`config.mk`:
```
export PLATFORM = sky130hd
export DESIGN_NAME = gcmr_step
export DESIGN_NICKNAME = d
export VERILOG_FILES = /design/src/sv/gcmr_pkg.sv /design/src/sv/gcmr_step.sv
export SDC_FILE = /design/constraint.sdc
export NUM_CORES = 2
export LEC_CHECK = 0
export BUFFER_PORTS_ARGS = -buffer_cell sky130_fd_sc_hd__buf_2
export CELL_PAD_IN_SITES_DETAIL_PLACEMENT = 2
export CELL_PAD_IN_SITES_GLOBAL_PLACEMENT = 2
export CORE_AREA = 2 2 351 353
export DETAILED_ROUTE_END_ITERATION = 6
export DIE_AREA = 0 0 353 355
export PLACE_DENSITY_LB_ADDON = 0.1
export SLEW_MARGIN = 5
export SYNTH_ARGS = -nofsm -noshare
export SYNTH_HDL_FRONTEND = slang
export SYNTH_SLANG_ARGS = --single-unit
```
`constraint.sdc`:
```
create_clock -name clk_i -period 1.3 [get_ports clk_i]
set_input_delay 0 -clock clk_i [delete_from_list [all_inputs] [get_ports clk_i]]
set_output_delay 0 -clock clk_i [all_outputs]
set_load 0.02 [all_outputs]
```
`src/sv/gcmr_pkg.sv`:
```
package gcmr_pkg;

  // Field and datapath widths.
  localparam int unsigned HalfW   = 64;
  localparam int unsigned OpW     = 2 * HalfW;
  localparam int unsigned AccW    = 2 * OpW;
  localparam int unsigned DigitW  = 16;
  localparam int unsigned NumStep = OpW / DigitW;
  localparam int unsigned ProdW   = OpW + DigitW;
  localparam int unsigned CfgIdxW = 2;

  // Configuration register indexes.
  typedef enum logic [CfgIdxW-1:0] {
    CfgKeyLow  = 2'd0,
    CfgKeyHigh = 2'd1
  } cfg_idx_e;

  // Input item: operand A, low half in the low bits.
  typedef struct packed {
    logic [HalfW-1:0] operand_high;
    logic [HalfW-1:0] operand_low;
  } operand_t;

  // Result item: reduced product, low half in the low bits.
  typedef struct packed {
    logic [HalfW-1:0] product_high;
    logic [HalfW-1:0] product_low;
  } result_t;

  // Contents of one multiply stage register.
  typedef struct packed {
    logic            valid;
    logic [AccW-1:0] acc;
    logic [OpW-1:0]  opnd;
  } stage_t;

  // Carry-less product of one operand digit and the full key.
  function automatic logic [ProdW-1:0] clmul_digit(input logic [DigitW-1:0] d,
                                                   input logic [OpW-1:0]    h);
    logic [ProdW-1:0] r;
    r = '0;
    for (int i = 0; i < DigitW; i++) begin
      if (d[i]) begin
        r = r ^ ({{DigitW{1'b0}}, h} << i);
      end
    end
    return r;
  endfunction

endpackage

```
`src/sv/gcmr_step.sv`:
```
module gcmr_step (
  input  logic                       clk_i,
  input  logic                       rst_ni,
  input  gcmr_pkg::stage_t           stage_i,
  input  logic [gcmr_pkg::OpW-1:0]   key_i,
  output gcmr_pkg::stage_t           stage_o
);
  import gcmr_pkg::*;

  logic             vld_q;
  logic [AccW-1:0]  acc_d, acc_q;
  logic [OpW-1:0]   opnd_d, opnd_q;
  logic [ProdW-1:0] part;

  // Horner step: shift the partial product up one digit and add the
  // product of the key with the top remaining digit of the operand.
  assign part   = clmul_digit(stage_i.opnd[OpW-1 -: DigitW], key_i);
  assign acc_d  = {stage_i.acc[AccW-DigitW-1:0], {DigitW{1'b0}}}
                ^ {{(AccW-ProdW){1'b0}}, part};
  assign opnd_d = {stage_i.opnd[OpW-DigitW-1:0], {DigitW{1'b0}}};

  // Valid bit is control state and is reset.
  always_ff @(posedge clk_i or negedge rst_ni) begin
    if (!rst_ni) begin
      vld_q <= 1'b0;
    end else begin
      vld_q <= stage_i.valid;
    end
  end

  // Payload registers load only with a valid item.
  always_ff @(posedge clk_i) begin
    if (stage_i.valid) begin
      acc_q  <= acc_d;
      opnd_q <= opnd_d;
    end
  end

  assign stage_o = '{valid: vld_q, acc: acc_q, opnd: opnd_q};

endmodule

```
After elaboration in Yosys (flattened, before gate mapping):

Cells that the tools add are included.

* register bits: 369
* bits of input ports: 515
* output and inout port bits: 385

* muxes and demuxes: 16
* bitwise gates (word level): 16

Operator list (count)
* 144-bit two-way mux: 15
* 256-bit by 144-bit bitwise XOR with 256-bit output: 1
* 144-bit by 130-bit bitwise XOR with 144-bit output: 1
* 144-bit by 131-bit bitwise XOR with 144-bit output: 1
* 144-bit by 132-bit bitwise XOR with 144-bit output: 1
* 144-bit by 133-bit bitwise XOR with 144-bit output: 1
* 144-bit by 134-bit bitwise XOR with 144-bit output: 1
* 144-bit by 135-bit bitwise XOR with 144-bit output: 1
* 144-bit by 136-bit bitwise XOR with 144-bit output: 1
* 144-bit by 137-bit bitwise XOR with 144-bit output: 1
* 144-bit by 138-bit bitwise XOR with 144-bit output: 1
* 144-bit by 139-bit bitwise XOR with 144-bit output: 1
* 144-bit by 140-bit bitwise XOR with 144-bit output: 1
* 144-bit by 141-bit bitwise XOR with 144-bit output: 1
* 144-bit by 142-bit bitwise XOR with 144-bit output: 1
* 144-bit by 143-bit bitwise XOR with 144-bit output: 1
* 128-bit by 129-bit bitwise XOR with 129-bit output: 1
* 128-bit two-way mux: 1

Logic depth before layout (Yosys ltp):

* depth after elaboration: 32
* mapped depth: 8
* depth with buffers taken out: 5

Worst setup path after synthesis:

No wires, ideal clock.

* path kind: input port to flip-flop
* from: in stage_i[125] in the netlist's numbering
* to: reg acc_q[77] (data pin)
* arrival: 1198 ps
* data required time: 1032 ps
* setup slack: -166 ps
* stages on the path: 7
* path buffers: 2
* cell sequence: buf_4 > buf_2 > nand2_1 > xor2_1 > xnor2_1 > xnor2_1 > xnor3_1

* word-level cells in the longest chain between the ends: 6

Ends and longest elaborated chain
* start, declared: line gcmr_step.sv:4 `input gcmr_pkg::stage_t stage_i,`
* 144-bit two-way mux *: line gcmr_pkg.sv:43 `if (d[i]) begin`
* 144-bit by 142-bit bitwise XOR with 144-bit output: line gcmr_pkg.sv:44 `r = r ^ ({{DigitW{1'b0}}, h} << i);`
* 144-bit two-way mux *: line gcmr_pkg.sv:43
* 144-bit by 143-bit bitwise XOR with 144-bit output: line gcmr_pkg.sv:44
* 144-bit two-way mux *: line gcmr_pkg.sv:43
* 256-bit by 144-bit bitwise XOR with 256-bit output *: line gcmr_step.sv:19 `^ {{(AccW-ProdW){1'b0}}, part};`
* net acc_d[77]: line gcmr_step.sv:11 `logic [AccW-1:0] acc_d, acc_q;`
* end signal, assigned: line gcmr_step.sv:34 `acc_q <= acc_d;`
* end, declared: line gcmr_step.sv:11

The timed path passes the listed nets; every way through them passes the cells marked *.
A chain may end at the register's enable or synchronous reset.

Worst setup path in the final report:

* from: reg acc_q[200]
* to: out stage_o[328] in the netlist's numbering

RTL lines
* end, declared: line gcmr_step.sv:6 `output gcmr_pkg::stage_t stage_o`

No word-level cell between the ends.

==> results.sh <==
export IMPL_outcome="finished, violations left"
export IMPL_violations="setup timing"
export IMPL_final_layout_size_suffix_gt1_share_pct=32.5
export IMPL_grt_overflow=0
export IMPL_rows=128
export IMPL_finalSetupViolCount=141
export IMPL_fin_nets=6978
export IMPL_routed_wl_um=271000
export IMPL_netlist_area_sq_um=39900
export IMPL_grt_pass1_wl_um=348000
export IMPL_syn2layout_area_growth_pct=50.7
export IMPL_finalCritPeriodShare_pct=139
export IMPL_finalHoldViolCount=0
export IMPL_path_clk_slew_ns=0.08
export IMPL_syn_area_per_cell_sq_um=8.24
export IMPL_irDropWorstVdd_mv=1.04
export IMPL_syn_instance_count=4835
export IMPL_mostFrequentLayoutCell="nand2_1"
export IMPL_p_per_area_nw_per_um2=1210
export IMPL_crit_chain="buf_6"
export IMPL_placedInstanceArea_sq_um=53600
export IMPL_hp_start="stage_i[109]"
export IMPL_first_global_vias=45300
export IMPL_coreArea_sq_um=121000
export IMPL_yosysSeqAreaShare_pct=27.8
export IMPL_power_uw=72700
export IMPL_cts_path_max_buffers=3
export IMPL_layout_common_cells="nand2_1 (1761), xnor2_1 (1373), buf_2 (734)"
export IMPL_max_freq_ghz=0.554
export IMPL_whs_endpoint="opnd_q[125]"
export IMPL_path_class="reg -> out"
export IMPL_io_pins=900
export IMPL_critPathArrivalTime_ns=1.80
export IMPL_finalInstanceArea_sq_um=60100
export IMPL_die_h_um=355
export IMPL_cp_top_family="flip-flops"
export IMPL_leakage_uw=0.0257
export IMPL_first_iter_violations=3920
export IMPL_critical_path_required_ns=1.30
export IMPL_slew_viol_final=0
export IMPL_cts_root_buffer="clkbuf_16"
export IMPL_rsz0062_at_grt="yes"
export IMPL_hold_slack_ns=0.0339
export IMPL_vias=43200
export IMPL_setup_slack_ns=-0.504
export IMPL_cts_tree="built"
export IMPL_start_util_pct=32.8
export IMPL_slowest_delay_ns=0.90
export IMPL_htree_levels=2
export IMPL_crit_cells=1
export IMPL_hold_path_depth=2
export IMPL_post_drt_wl_per_cell_um=33.3
export IMPL_die_w_um=353
export IMPL_tightest_slew_ns=0.961
export IMPL_maxCapViolations=0
export IMPL_dr_pass1_iters=6
export IMPL_crit_buf_inv=1
export IMPL_antenna_found_initial=41
export IMPL_crit_slowest_cell="edfxtp_1"
export IMPL_cts_sinks=369
export IMPL_drc_errors=0
export IMPL_slew_limit_headroom_pct=35.4
export IMPL_place_inst=7677
export IMPL_place_congestion=0.984
export IMPL_grt_max_degree=49
export IMPL_finish_utilization_pct=49.5
export IMPL_ys_types=14
export IMPL_finalNonFillerCells=8157
export IMPL_crit_path_start_kind="flop"
export IMPL_ant_nets=0
export IMPL_min_period_ns=1.80
export IMPL_endpoint_kind="primary output"
export IMPL_ys_ff_latch=369
export IMPL_ys_warn_count=0
export IMPL_via_per_inst=5.29
export IMPL_crit_fanout=1
export IMPL_die_area_sq_um=125000
export IMPL_portBuffers=867
export IMPL_numCtsBuffers=50
export IMPL_hpwl_um=176000
export IMPL_track_usage_pct=38.3
export IMPL_hold_path_class="in -> reg"
[per-stage QoR]
| step | setup WS [ns] | TNS, ns |
|---|---|---|
| floorplan | -0.0904 | -7.73 |
| global placement | -0.651 | -63.43 |
| detailed placement | -0.672 | -68.77 |
| CTS | -0.248 | -7.58 |
| global route | -0.612 | -12.81 |
| finish | -0.504 | -14.12 |
[where the power goes]
part | internal (uW) | switching, uW
Clock | 8170 | 7340
Sequential | 17000 | 2320
Combinational | 17500 | 20400
[sequential cells by signal, indices dropped and copies added (netlist names)]
signal / cells
acc_q: 256
opnd_q: 112
vld_q: 1
[worst max-delay path by stage]
stage,startpoint,end
finish,acc_q[200],stage_o[328]
global route,acc_q[197],stage_o[325]
CTS,acc_q[204],stage_o[332]
detailed placement,stage_i[112],acc_q[107]
global placement,stage_i[112],acc_q[107]
floorplan,stage_i[124],acc_q[76]
[final cells by class]
cell class | count | area [sq um]
antenna | 30 | 75.1
clock buffer | 56 | 1270
clock inverter | 35 | 384
fill | 13300 | 61300
multi-input combinational | 3984 | 27200
sequential | 369 | 11100
tap | 1625 | 2030
timing repair buffer | 2058 | 18000
[what timing repair did]
action,in CTS,in global routing
endpoints found under the hold margin,413,0
hold buffers,347,0
gates resized for setup,190,91
setup buffers,0,7
pin swaps,0,22
gates cloned,0,6
endpoints found under the setup margin,96,105
[synthesized netlist by cell type (all sizes together)]
library cell | n | area (sq um)
and2 | 1 | 6.26
buf | 352 | 2080
clkbuf | 145 | 646
conb | 1 | 3.75
dfrtp | 1 | 25.0
edfxtp | 368 | 11100
nand2 | 2047 | 7680
xnor2 | 1407 | 12300
xnor3 | 112 | 2520
xor2 | 401 | 3510
[cells by family after synthesis]
group	after synthesis	share of synthesized area, %
flip-flops	369	27.8
other	1	0.00941
AND/OR/NAND/NOR	2048	19.3
buffers and inverters	497	6.85
XOR/XNOR	1920	46.1
[routing by layer]
metal	routed length [um]	GRT usage (%)
met1	102000	45.7
met2	127000	64.7
met3	22400	8.02
met4	19800	20.7
met5	259	0
(Power assumes the default switching activity.)
