`config.mk`:
```
export PLATFORM = sky130hd
export DESIGN_NAME = gcmr_reduce
export DESIGN_NICKNAME = d
export VERILOG_FILES = /design/src/sv/gcmr_pkg.sv /design/src/sv/gcmr_reduce.sv
export SDC_FILE = /design/constraint.sdc
export NUM_CORES = 1
export LEC_CHECK = 0
export ABC_AREA = 1
export BUFFER_PORTS_ARGS = -buffer_cell sky130_fd_sc_hd__buf_2
export CAP_MARGIN = 10
export CORE_AREA = 2 2 200 202
export DETAILED_ROUTE_END_ITERATION = 12
export DIE_AREA = 0 0 202 204
export GPL_TIMING_DRIVEN = 0
export PLACE_DENSITY_LB_ADDON = 0.3
export SETUP_SLACK_MARGIN = 0.4
export SYNTH_ARGS = -nofsm -noshare
export SYNTH_HDL_FRONTEND = slang
export SYNTH_SLANG_ARGS = --single-unit
export TNS_END_PERCENT = 5
```
`constraint.sdc`:
```
create_clock -name clk_i -period 0.8 [get_ports clk_i]
set_input_delay 0.08 -clock clk_i [delete_from_list [all_inputs] [get_ports clk_i]]
set_output_delay 0.08 -clock clk_i [all_outputs]
set_load 0.02 [all_outputs]
```
`src/sv/gcmr_pkg.sv`:
```
package gcmr_pkg;

  // Field and datapath widths.
  localparam int unsigned HalfW   = 64;
  localparam int unsigned OpW     = 2 * HalfW;
  localparam int unsigned AccW    = 2 * OpW;
  localparam int unsigned DigitW  = 16;
  localparam int unsigned NumStep = OpW / DigitW;
  localparam int unsigned ProdW   = OpW + DigitW;
  localparam int unsigned CfgIdxW = 2;

  // Configuration register indexes.
  typedef enum logic [CfgIdxW-1:0] {
    CfgKeyLow  = 2'd0,
    CfgKeyHigh = 2'd1
  } cfg_idx_e;

  // Input item: operand A, low half in the low bits.
  typedef struct packed {
    logic [HalfW-1:0] operand_high;
    logic [HalfW-1:0] operand_low;
  } operand_t;

  // Result item: reduced product, low half in the low bits.
  typedef struct packed {
    logic [HalfW-1:0] product_high;
    logic [HalfW-1:0] product_low;
  } result_t;

  // Contents of one multiply stage register.
  typedef struct packed {
    logic            valid;
    logic [AccW-1:0] acc;
    logic [OpW-1:0]  opnd;
  } stage_t;

  // Carry-less product of one operand digit and the full key.
  function automatic logic [ProdW-1:0] clmul_digit(input logic [DigitW-1:0] d,
                                                   input logic [OpW-1:0]    h);
    logic [ProdW-1:0] r;
    r = '0;
    for (int i = 0; i < DigitW; i++) begin
      if (d[i]) begin
        r = r ^ ({{DigitW{1'b0}}, h} << i);
      end
    end
    return r;
  endfunction

endpackage

```
`src/sv/gcmr_reduce.sv`:
```
module gcmr_reduce (
  input  logic              clk_i,
  input  logic              rst_ni,
  input  gcmr_pkg::stage_t  stage_i,
  output logic              valid_o,
  output gcmr_pkg::result_t result_o
);
  import gcmr_pkg::*;

  localparam int unsigned OvW = 7;

  logic              vld_q;
  logic [OpW-1:0]    hi;
  logic [OpW+OvW-1:0] fold1;
  logic [OvW-1:0]    ovf;
  logic [2*OvW-1:0]  fold2;
  logic [OpW-1:0]    res_d, res_q;

  // First fold: x^128 is x^7 + x^2 + x + 1, so the upper half times that
  // polynomial lands below x^135.
  assign hi    = stage_i.acc[AccW-1:OpW];
  assign fold1 = {{OvW{1'b0}}, hi}
               ^ {{(OvW-1){1'b0}}, hi, 1'b0}
               ^ {{(OvW-2){1'b0}}, hi, 2'b0}
               ^ {hi, {OvW{1'b0}}};

  // Second fold of the seven overflow bits stays well below x^128.
  assign ovf   = fold1[OpW+OvW-1:OpW];
  assign fold2 = {{OvW{1'b0}}, ovf}
               ^ {{(OvW-1){1'b0}}, ovf, 1'b0}
               ^ {{(OvW-2){1'b0}}, ovf, 2'b0}
               ^ {ovf, {OvW{1'b0}}};

  assign res_d = stage_i.acc[OpW-1:0] ^ fold1[OpW-1:0]
               ^ {{(OpW-2*OvW){1'b0}}, fold2};

  always_ff @(posedge clk_i or negedge rst_ni) begin
    if (!rst_ni) begin
      vld_q <= 1'b0;
    end else begin
      vld_q <= stage_i.valid;
    end
  end

  always_ff @(posedge clk_i) begin
    if (stage_i.valid) begin
      res_q <= res_d;
    end
  end

  assign valid_o  = vld_q;
  assign result_o = '{product_high: res_q[OpW-1:HalfW], product_low: res_q[HalfW-1:0]};

endmodule
```
; Yosys cells after proc, flatten, opt, wreduce, memory -nomap -nowiden
; Cells that the tools add are included.
[word_totals]
reg_bits = 129
inputBits = 387
out_inout_bits = 129
wordCells = 10
[op_classes]
bitwise = 8
[ops]
columns = op, count
row1 = 130-bit by 135-bit XOR with 135-bit output, 1
row2 = 129-bit by 130-bit XOR with 130-bit output, 1
row3 = 128-bit by 129-bit XOR with 129-bit output, 1
row4 = 128-bit XOR, 1
row5 = 128-bit by 14-bit XOR with 128-bit output, 1
row6 = 9-bit by 14-bit XOR with 14-bit output, 1
row7 = 8-bit by 9-bit XOR with 9-bit output, 1
row8 = 7-bit by 8-bit XOR with 8-bit output, 1

; Depth between registers and ports, before layout
; Gate-level depths: netlist (run 1).
[depth]
depth_word = 7
depth_mapped = 10
mapped_depth_nobuf = 9

; Worst setup path before layout (run 1)
; Ideal clock, no wire load.
[synth_path]
path_type = input -> register
start = in stage_i[257] (netlist bit)
end = reg res_q[3] (netlist: result_o[3]) (data pin)
setup_ns = 0.252
t_arrival_ns = 0.717
t_required_ns = 0.548
slack_ns = -0.169
path_stages = 6
path_buffers = 1
cell_sequence = clkbuf_2 xnor2_1 nand2b_1 nand2_1 nand2_1 nand2_1
[synth_via]
elab_chain_cells = 4
[synth_rtl]
columns = element, line
row1 = "start, declared", gcmr_reduce.sv:4  ; input gcmr_pkg::stage_t stage_i,
row2 = 129-bit by 130-bit XOR with 130-bit output, gcmr_reduce.sv:24  ; ^ {{(OvW-2){1'b0}}, hi, 2'b0}
row3 = 130-bit by 135-bit XOR with 135-bit output, gcmr_reduce.sv:25  ; ^ {hi, {OvW{1'b0}}};
row4 = 128-bit XOR, gcmr_reduce.sv:34  ; assign res_d = stage_i.acc[OpW-1:0] ^ fold1[OpW-1:0]
row5 = 128-bit by 14-bit XOR with 128-bit output, gcmr_reduce.sv:35  ; ^ {{(OpW-2*OvW){1'b0}}, fold2};
row6 = named net res_d[3], gcmr_reduce.sv:17  ; logic [OpW-1:0] res_d, res_q;
row7 = "end signal, assigned", gcmr_reduce.sv:47  ; res_q <= res_d;
row8 = "end, declared", gcmr_reduce.sv:17
; The timed path passes the listed nets, and every way through them passes these cells.
; A chain may end at the register's enable or synchronous reset.

; Final worst setup path (run 1)
[layout_path]
start = reg res_q[6] (netlist: result_o[6])
end = out result_o[6] (netlist bit)
[layout_rtl]
columns = element, line
row1 = "end, declared", gcmr_reduce.sv:6  ; output gcmr_pkg::result_t result_o
; No word-level cell between the ends.

==> results of run 1 <==
per-layer routing:
metal	share of wire	track usage
met5	0	0
met4	0.037	0.07721
met3	0.046	0.03316
met2	0.53	0.2876
met1	0.38	0.1783
cell families (layout without fill, tap and decap cells):
logic type                Yosys count  after routing  share of synthesized area
xor gates and xnor gates          282            282                     0.2421
buffers and inverters             157            564                    0.06034
DFF                               129            129                     0.3792
other                               0              6                          0
and+or+nand+nor                   756            756                     0.3184
area by class of cell:
cell class | count | area, µm² | share of cell area
Antenna cell | 6 | 15.01 | 0.0008273
Buffer | 14 | 301.5 | 0.01661
Clock buffer | 18 | 429.2 | 0.02365
Clock inverter | 14 | 116.4 | 0.006412
Inverter | 143 | 593.1 | 0.03268
Multi-Input combinational cell | 1038 | 8408 | 0.4633
Sequential cell | 129 | 3869 | 0.2132
Tap cell | 525 | 656.9 | 0.03619
Timing Repair Buffer | 375 | 3760 | 0.2072
per-stage QoR:
step	power (mW)	instance area, µm²	hold WS [ns]
2_1_floorplan	14.04	10450	-0.2156
3_3_place_gp	16.84	12970	-0.1457
3_5_place_dp	17.05	13010	-0.1444
4_1_cts	26.75	16310	-0.09374
5_1_grt	29.37	18150	-0.07080
6_report	27.91	18150	-0.04133
sequential cells by signal (all words and copies together) (netlist names):
signal / cells
valid_o: 1
result_o: 128
path summary, 6_finish.rpt:
check | start | end | slack, ns
setup / recovery | result_o[6] | result_o[6] | -0.31
min in group clk_i | stage_i[196] | result_o[68] | 0.03
hold / removal | rst_ni | valid_o | -0.04
max in group asynchronous | rst_ni | valid_o | 0.76
synth_stat cells (all sizes together):
cell	count	share of area
xnor2	154	0.13
inv	143	0.053
buf	3	0.0023
clkbuf	11	0.0054
or2	104	0.064
nand3	114	0.056
nand2b	2	0.0012
dfrtp	1	0.0025
edfxtp	128	0.38
nand2	536	0.20
xor2	128	0.11
report_power, final:
part | leakage [nW] | internal, mW | switching [mW]
clock | 0.255 | 4.25 | 3.43
combinational | 7.12 | 5.47 | 5.79
sequential | 1.26 | 8.68 | 0.289
total | 8.64 | 18.4 | 9.50
repair_timing:
item                                    in CTS  in global routing
pin swaps                                  285                404
buffers inserted                             0                  0
gates resized for setup                    577                279
hold endpoints to repair                     8                  1
endpoints found under the setup margin     386                319
==> run summary, run 1 <==
outcome: complete, but fails checks
failing checks: hold timing, setup timing
arrival time worst endpoint: 1.03 ns
PD cells: 1538 mW/mm²
Synth cell types: 14
gr usage total: 0.1592
Routed Antenna Nets: 0
final count of hold timing violations: 1
Slew headroom: 0.7172
final worst path period share: 1.387
DP Cell Count: 2223
RSZ-0062 raised after global routing: yes
Setup crit end kind: output port
CP Depth: 1
CTS tree: built
Die Wd: 202 µm
Mapped Area: 0.01020 mm²
CTS sink cnt: 129
startpoint types: flip-flop
Clock transition at path regs: 0.07 ns
Slew Viols, Final: 0
critical path buffer and inverter count: 1
CTS buffer count: 17
vias per inst: 4.371
vias: 9888
final setup vio count: 129
RePlAce Congestion: 0.8640
Hold WC Path Type: primary input to asynchronous set/reset pin
sum of negative setup slack: -32.25 ns
P_leak: 8.636 nW
area grow syn2layout: 77.89%
Post-route DRC: 0
final WL: 35070 µm
Max rail drop VDD: 0.001447 V
vias in the first global route: 9571
Avg Inst Size Synth: 7.706 µm²
Critical Path RT: 0.72 ns
most frequent cells in the layout: 501 x nand2_1, 222 x buf_2, 133 x inv_1
Die ar.: 0.04121 mm²
share of cells above drive strength 1: 0.3616
hpwl dp: 26000 µm
DRT Pass-1 Iters: 5
slowest cell delay on critical path: 0.43 ns
Final Non-Filler Cells: 2262
io pins: 516
Starting Density: 0.2604
Initial DRC Count: 357
Core Util, Final: 0.4632
sequential share of the synthesized area: 0.3792
Net Count, Synth: 1711
Die Y: 204 µm
Setup CP Type: flip-flop to output port
depth of the CTS H-tree: 4
Fin Hold WS: -0.04133 ns
Ys Warns: 0
nets@finish: 2105
Max Cap Violations: 0
Place WS: -0.6521 ns
grt total ovfl: 0
FP Rows: 73
fillers: 3521
Worst Max-Slew Pin Slew: 0.4242 ns
Top delay family on crit path: flip-flops
Crit-path slowest cell: edfxtp_1
clock root cell: clkbuf_16
fmax: 901.3 MHz
Setup WS post-layout: -0.3095 ns
core area: 0.03918 mm²
min cycle time layout: 1.109 ns
CP max FO: 1
pin count of the biggest net entering global routing: 69
Mapped Cells: 1324
wire length of the first global-routing pass: 50760 µm
Hold Buf Count CTS: 1
worst path cell trace: buf_6
post-synthesis register bit count: 129
Wirelength per Cell: 15.50 µm
most common cell after layout, fill and taps aside: nand2_1
initial antenna violation count: 6
Longest Clk Path Bufs: 2
port buffer count: 373
Note: power is estimated with default switching activity, not from simulation.
==> run 2, diff against run 1 <==
- RECOVER_POWER: not set -> 100
==> run summary, run 2 (synthesis results as in run 1) <==
outcome: complete, but fails checks
failing checks: hold timing, setup timing
Fin Hold WS: -0.03811 ns
Core Util, Final: 0.4521
area grow syn2layout: 73.63%
NetSw: 9.400 mW
clock root cell: clkbuf_16
clock share of power: 0.278
Max rail drop VDD: 0.001443 V
Setup crit end kind: output port
vias in the first global route: 9571
DRT met1 WL: 13220 µm
most common cell after layout, fill and taps aside: nand2_1
worst path cell trace: buf_6
Wirelength per Cell: 15.51 µm
Hold Buf Count CTS: 1
vias: 9873
share of cells above drive strength 1: 0.3443
final WL: 35080 µm
nets@finish: 2105
Die Y: 204 µm
grt total ovfl: 0
Worst Max-Slew Pin Slew: 0.7187 ns
io pins: 516
RePlAce Congestion: 0.8640
P_int: 18.17 mW
vias per inst: 4.365
CTS tree: built
depth of the CTS H-tree: 4
FP Rows: 73
Overall Power: 27.57 mW
fillers: 3581
CP max FO: 1
Slew Viols, Final: 0
Longest Clk Path Bufs: 2
Die Wd: 202 µm
final worst path period share: 1.383
final count of hold timing violations: 1
startpoint types: flip-flop
Critical Path RT: 0.72 ns
P_leak: 8.421 nW
final setup vio count: 192
max FFs per register: 128
arrival time worst endpoint: 1.03 ns
critical path buffer and inverter count: 1
wire length of the first global-routing pass: 50760 µm
port buffer count: 373
CTS sink cnt: 129
core area: 0.03918 mm²
top sig layer: met4
DRT Pass-1 Iters: 5
PD cells: 1557 mW/mm²
most frequent cells in the layout: 508 x nand2_1, 222 x buf_2, 134 x inv_1
Starting Density: 0.2604
Setup CP Type: flip-flop to output port
Setup WS post-layout: -0.3066 ns
share of power burned in registers: 0.325
hpwl dp: 26000 µm
Top delay family on crit path: flip-flops
Max Cap Violations: 0
pin count of the biggest net entering global routing: 69
Slew headroom: 0.5209
min cycle time layout: 1.107 ns
combinational fraction of design power: 0.396
initial antenna violation count: 6
gr usage total: 0.1592
slowest cell delay on critical path: 0.43 ns
Post-route DRC: 0
CTS buffer count: 17
Switching Share: 0.3409
Routed Antenna Nets: 0
Setup Fix Bufs, Post-CTS: 0
Initial DRC Count: 380
Clock transition at path regs: 0.06 ns
Crit-path slowest cell: edfxtp_1
Routed met3 length: 1708 µm
sum of negative setup slack: -40.80 ns
fmax: 903.6 MHz
Die ar.: 0.04121 mm²
routed length on met2: 18760 µm
Hold WC Path Type: primary input to asynchronous set/reset pin
Place WS: -0.6521 ns
RSZ-0062 raised after global routing: yes
run 2: metrics by stage:
stage | std cells | area [µm²]
global route | 2261 | 17710
finish | 2262 | 17710
CTS | 2256 | 16310
global placement | 2222 | 12970
detailed placement | 2223 | 13010
floorplan | 1324 | 10450
run 2: layer usage:
metal  vias up  global-route usage
met2       267              0.2876
met3        80             0.03316
li1       4950                   -
met1      4576              0.1783
met5         -                   0
met4         0             0.07721
run 2: area by class of cell:
class / instances / area, µm² / area share
Multi-Input combinational cell: 1038 / 8083 / 0.4563
Timing Repair Buffer: 375 / 3694 / 0.2085
Sequential cell: 129 / 3869 / 0.2184
Clock buffer: 18 / 429.2 / 0.02423
Tap cell: 525 / 656.9 / 0.03708
Inverter: 143 / 590.6 / 0.03334
Buffer: 14 / 261.5 / 0.01476
Antenna cell: 6 / 15.01 / 0.0008476
Clock inverter: 14 / 116.4 / 0.006569
run 2: path summary, 6_finish.rpt:
kind                         startpoint            to  slack, ns  cells past startpoint
min in group clk_i         stage_i[224]  result_o[96]       0.03                      5
worst min-delay path             rst_ni       valid_o      -0.04                      2
worst max-delay path        result_o[6]   result_o[6]      -0.31                      1
max in group asynchronous        rst_ni       valid_o       0.76                      2
run 2: repair_timing:
item                                   4_1_cts  5_1_grt
setup endpoints to repair                  386      319
gates resized for setup                    577      279
endpoints found under the hold margin        8        1
pin swaps                                  285      404
gates cloned                                 0        0
run 2: power groups by stage:
stage | clock network, mW | registers, mW | logic [mW]
after floorplan | 0 | 10.3 | 3.74
after global placement | 0 | 9.06 | 7.78
after global routing | 8.16 | 9.05 | 11.8
after CTS | 7.95 | 8.97 | 9.83
after detailed placement | 0 | 9.05 | 8.00
final | 7.67 | 8.97 | 10.9
==> run 3, diff against run 2 <==
- RECOVER_POWER: 100 -> 50
==> run summary, run 3 (synthesis results as in run 1) <==
Hold Buf Count CTS: 1
Starting Density: 0.2604
outcome: complete, but fails checks
io pins: 516
initial antenna violation count: 6
Slew headroom: 0.5188
worst path cell trace: buf_6
gr usage total: 0.1592
Initial DRC Count: 367
vias in the first global route: 9571
most frequent cells in the layout: 504 x nand2_1, 222 x buf_2, 133 x inv_1
area grow syn2layout: 74.92%
vias per inst: 4.376
most common cell after layout, fill and taps aside: nand2_1
Setup Fix Bufs, Post-CTS: 0
pin count of the biggest net entering global routing: 69
vias: 9898
PD cells: 1552 mW/mm²
Hold WC Path Type: primary input to asynchronous set/reset pin
final count of hold timing violations: 1
slowest cell delay on critical path: 0.43 ns
Top delay family on crit path: flip-flops
combinational fraction of design power: 0.399
Max rail drop VDD: 0.001445 V
CTS tree: built
Clock transition at path regs: 0.07 ns
Worst Max-Slew Pin Slew: 0.7218 ns
sum of negative setup slack: -41.14 ns
grt total ovfl: 0
arrival time worst endpoint: 1.03 ns
Die Y: 204 µm
CTS sink cnt: 129
Post-route DRC: 0
max FFs per register: 128
RSZ-0062 raised after global routing: yes
share of cells above drive strength 1: 0.3512
Crit-path slowest cell: edfxtp_1
NetSw: 9.450 mW
share of power burned in registers: 0.324
Die ar.: 0.04121 mm²
Slew Viols, Final: 0
DP Cell Count: 2223
final worst path period share: 1.385
Switching Share: 0.3412
fmax: 902.8 MHz
final WL: 35100 µm
Setup crit end kind: output port
startpoint types: flip-flop
DRT Pass-1 Iters: 5
port buffer count: 373
critical path buffer and inverter count: 1
RePlAce Congestion: 0.8640
Die Wd: 202 µm
fillers: 3561
FP Rows: 73
Max Cap Violations: 0
P_leak: 8.495 nW
Critical Path RT: 0.72 ns
wire length of the first global-routing pass: 50760 µm
Setup WS post-layout: -0.3076 ns
final setup vio count: 191
CTS buffer count: 17
hpwl dp: 26000 µm
min cycle time layout: 1.108 ns
Setup CP Type: flip-flop to output port
CP max FO: 1
Fin Hold WS: -0.03921 ns
Routed Antenna Nets: 0
Final Non-Filler Cells: 2262
core area: 0.03918 mm²
failing checks: hold timing, setup timing
Longest Clk Path Bufs: 2
clock root cell: clkbuf_16
depth of the CTS H-tree: 4
Wirelength per Cell: 15.52 µm
P_int: 18.24 mW
nets@finish: 2105
clock share of power: 0.277
## run 3: cell types whose count changed in the layout (fill, tap and decap cells not counted)
cell / before / now
clkinvlp_2: 1 / 0
clkinvlp_4: 5 / 6
inv_1: 134 / 133
inv_2: 3 / 4
nand2_1: 508 / 504
nand2_2: 22 / 24
nand2_4: 6 / 8
or2_0: 87 / 38
or2_1: 17 / 66
xnor2_1: 33 / 27
xnor2_2: 16 / 18
xnor2_4: 105 / 109
xor2_1: 121 / 120
xor2_4: 3 / 4
## run 3: what timing repair did
action                                  in CTS  in global routing
resized for setup                          577                279
cloned                                       0                  0
endpoints found under the hold margin        8                  1
pin swaps                                  285                404
endpoints found under the setup margin     386                319
## run 3: area by class of cell
type | count | area (µm²) | share of cell area
clock buffers | 18 | 429.2 | 0.02405
inverters | 143 | 593.1 | 0.03323
well taps | 525 | 656.9 | 0.03681
multi-input cells | 1038 | 8212 | 0.4601
repair buffers | 375 | 3694 | 0.2070
plain buffers | 14 | 261.5 | 0.01465
diodes | 6 | 15.01 | 0.0008413
clock inverters | 14 | 116.4 | 0.006520
flip-flops and latches | 129 | 3869 | 0.2168
## run 3: through the flow
step           cell area (µm²)    util  power, mW  setup slack, ns
4_1_cts                  16310  0.4162      26.75          -0.3455
3_3_place_gp             12970  0.3310      16.84           -2.220
2_1_floorplan            10450       -      14.04          -0.1232
5_1_grt                  17840  0.4554      29.15          -0.3508
3_5_place_dp             13010  0.3319      17.05          -0.6521
6_report                 17850  0.4554      27.69          -0.3076
## run 3: power groups by stage
| stage | combinational, mW | sequential [mW] | clock, mW |
|---|---|---|---|
| final | 11.0 | 8.97 | 7.68 |
| after global routing | 11.9 | 9.05 | 8.16 |
| after CTS | 9.83 | 8.97 | 7.95 |
| after detailed placement | 8.00 | 9.05 | 0 |
| after global placement | 7.78 | 9.06 | 0 |
| after floorplan | 3.74 | 10.3 | 0 |
## run 3: per-layer routing
| layer | vias to the layer above | global-route usage | share of wire |
|---|---|---|---|
| met1 | 4591 | 0.1783 | 0.38 |
| met3 | 81 | 0.03316 | 0.049 |
| met5 | - | 0 | 0 |
| met4 | 0 | 0.07721 | 0.040 |
| li1 | 4953 | - | - |
| met2 | 273 | 0.2876 | 0.54 |
## run 3: final timing paths
check | from | end | slack (ns) | cells after the start
setup / recovery | result_o[6] | result_o[6] | -0.31 | 1
hold / removal | rst_ni | valid_o | -0.04 | 2
max in group asynchronous | rst_ni | valid_o | 0.76 | 2
min in group clk_i | stage_i[196] | result_o[68] | 0.03 | 5
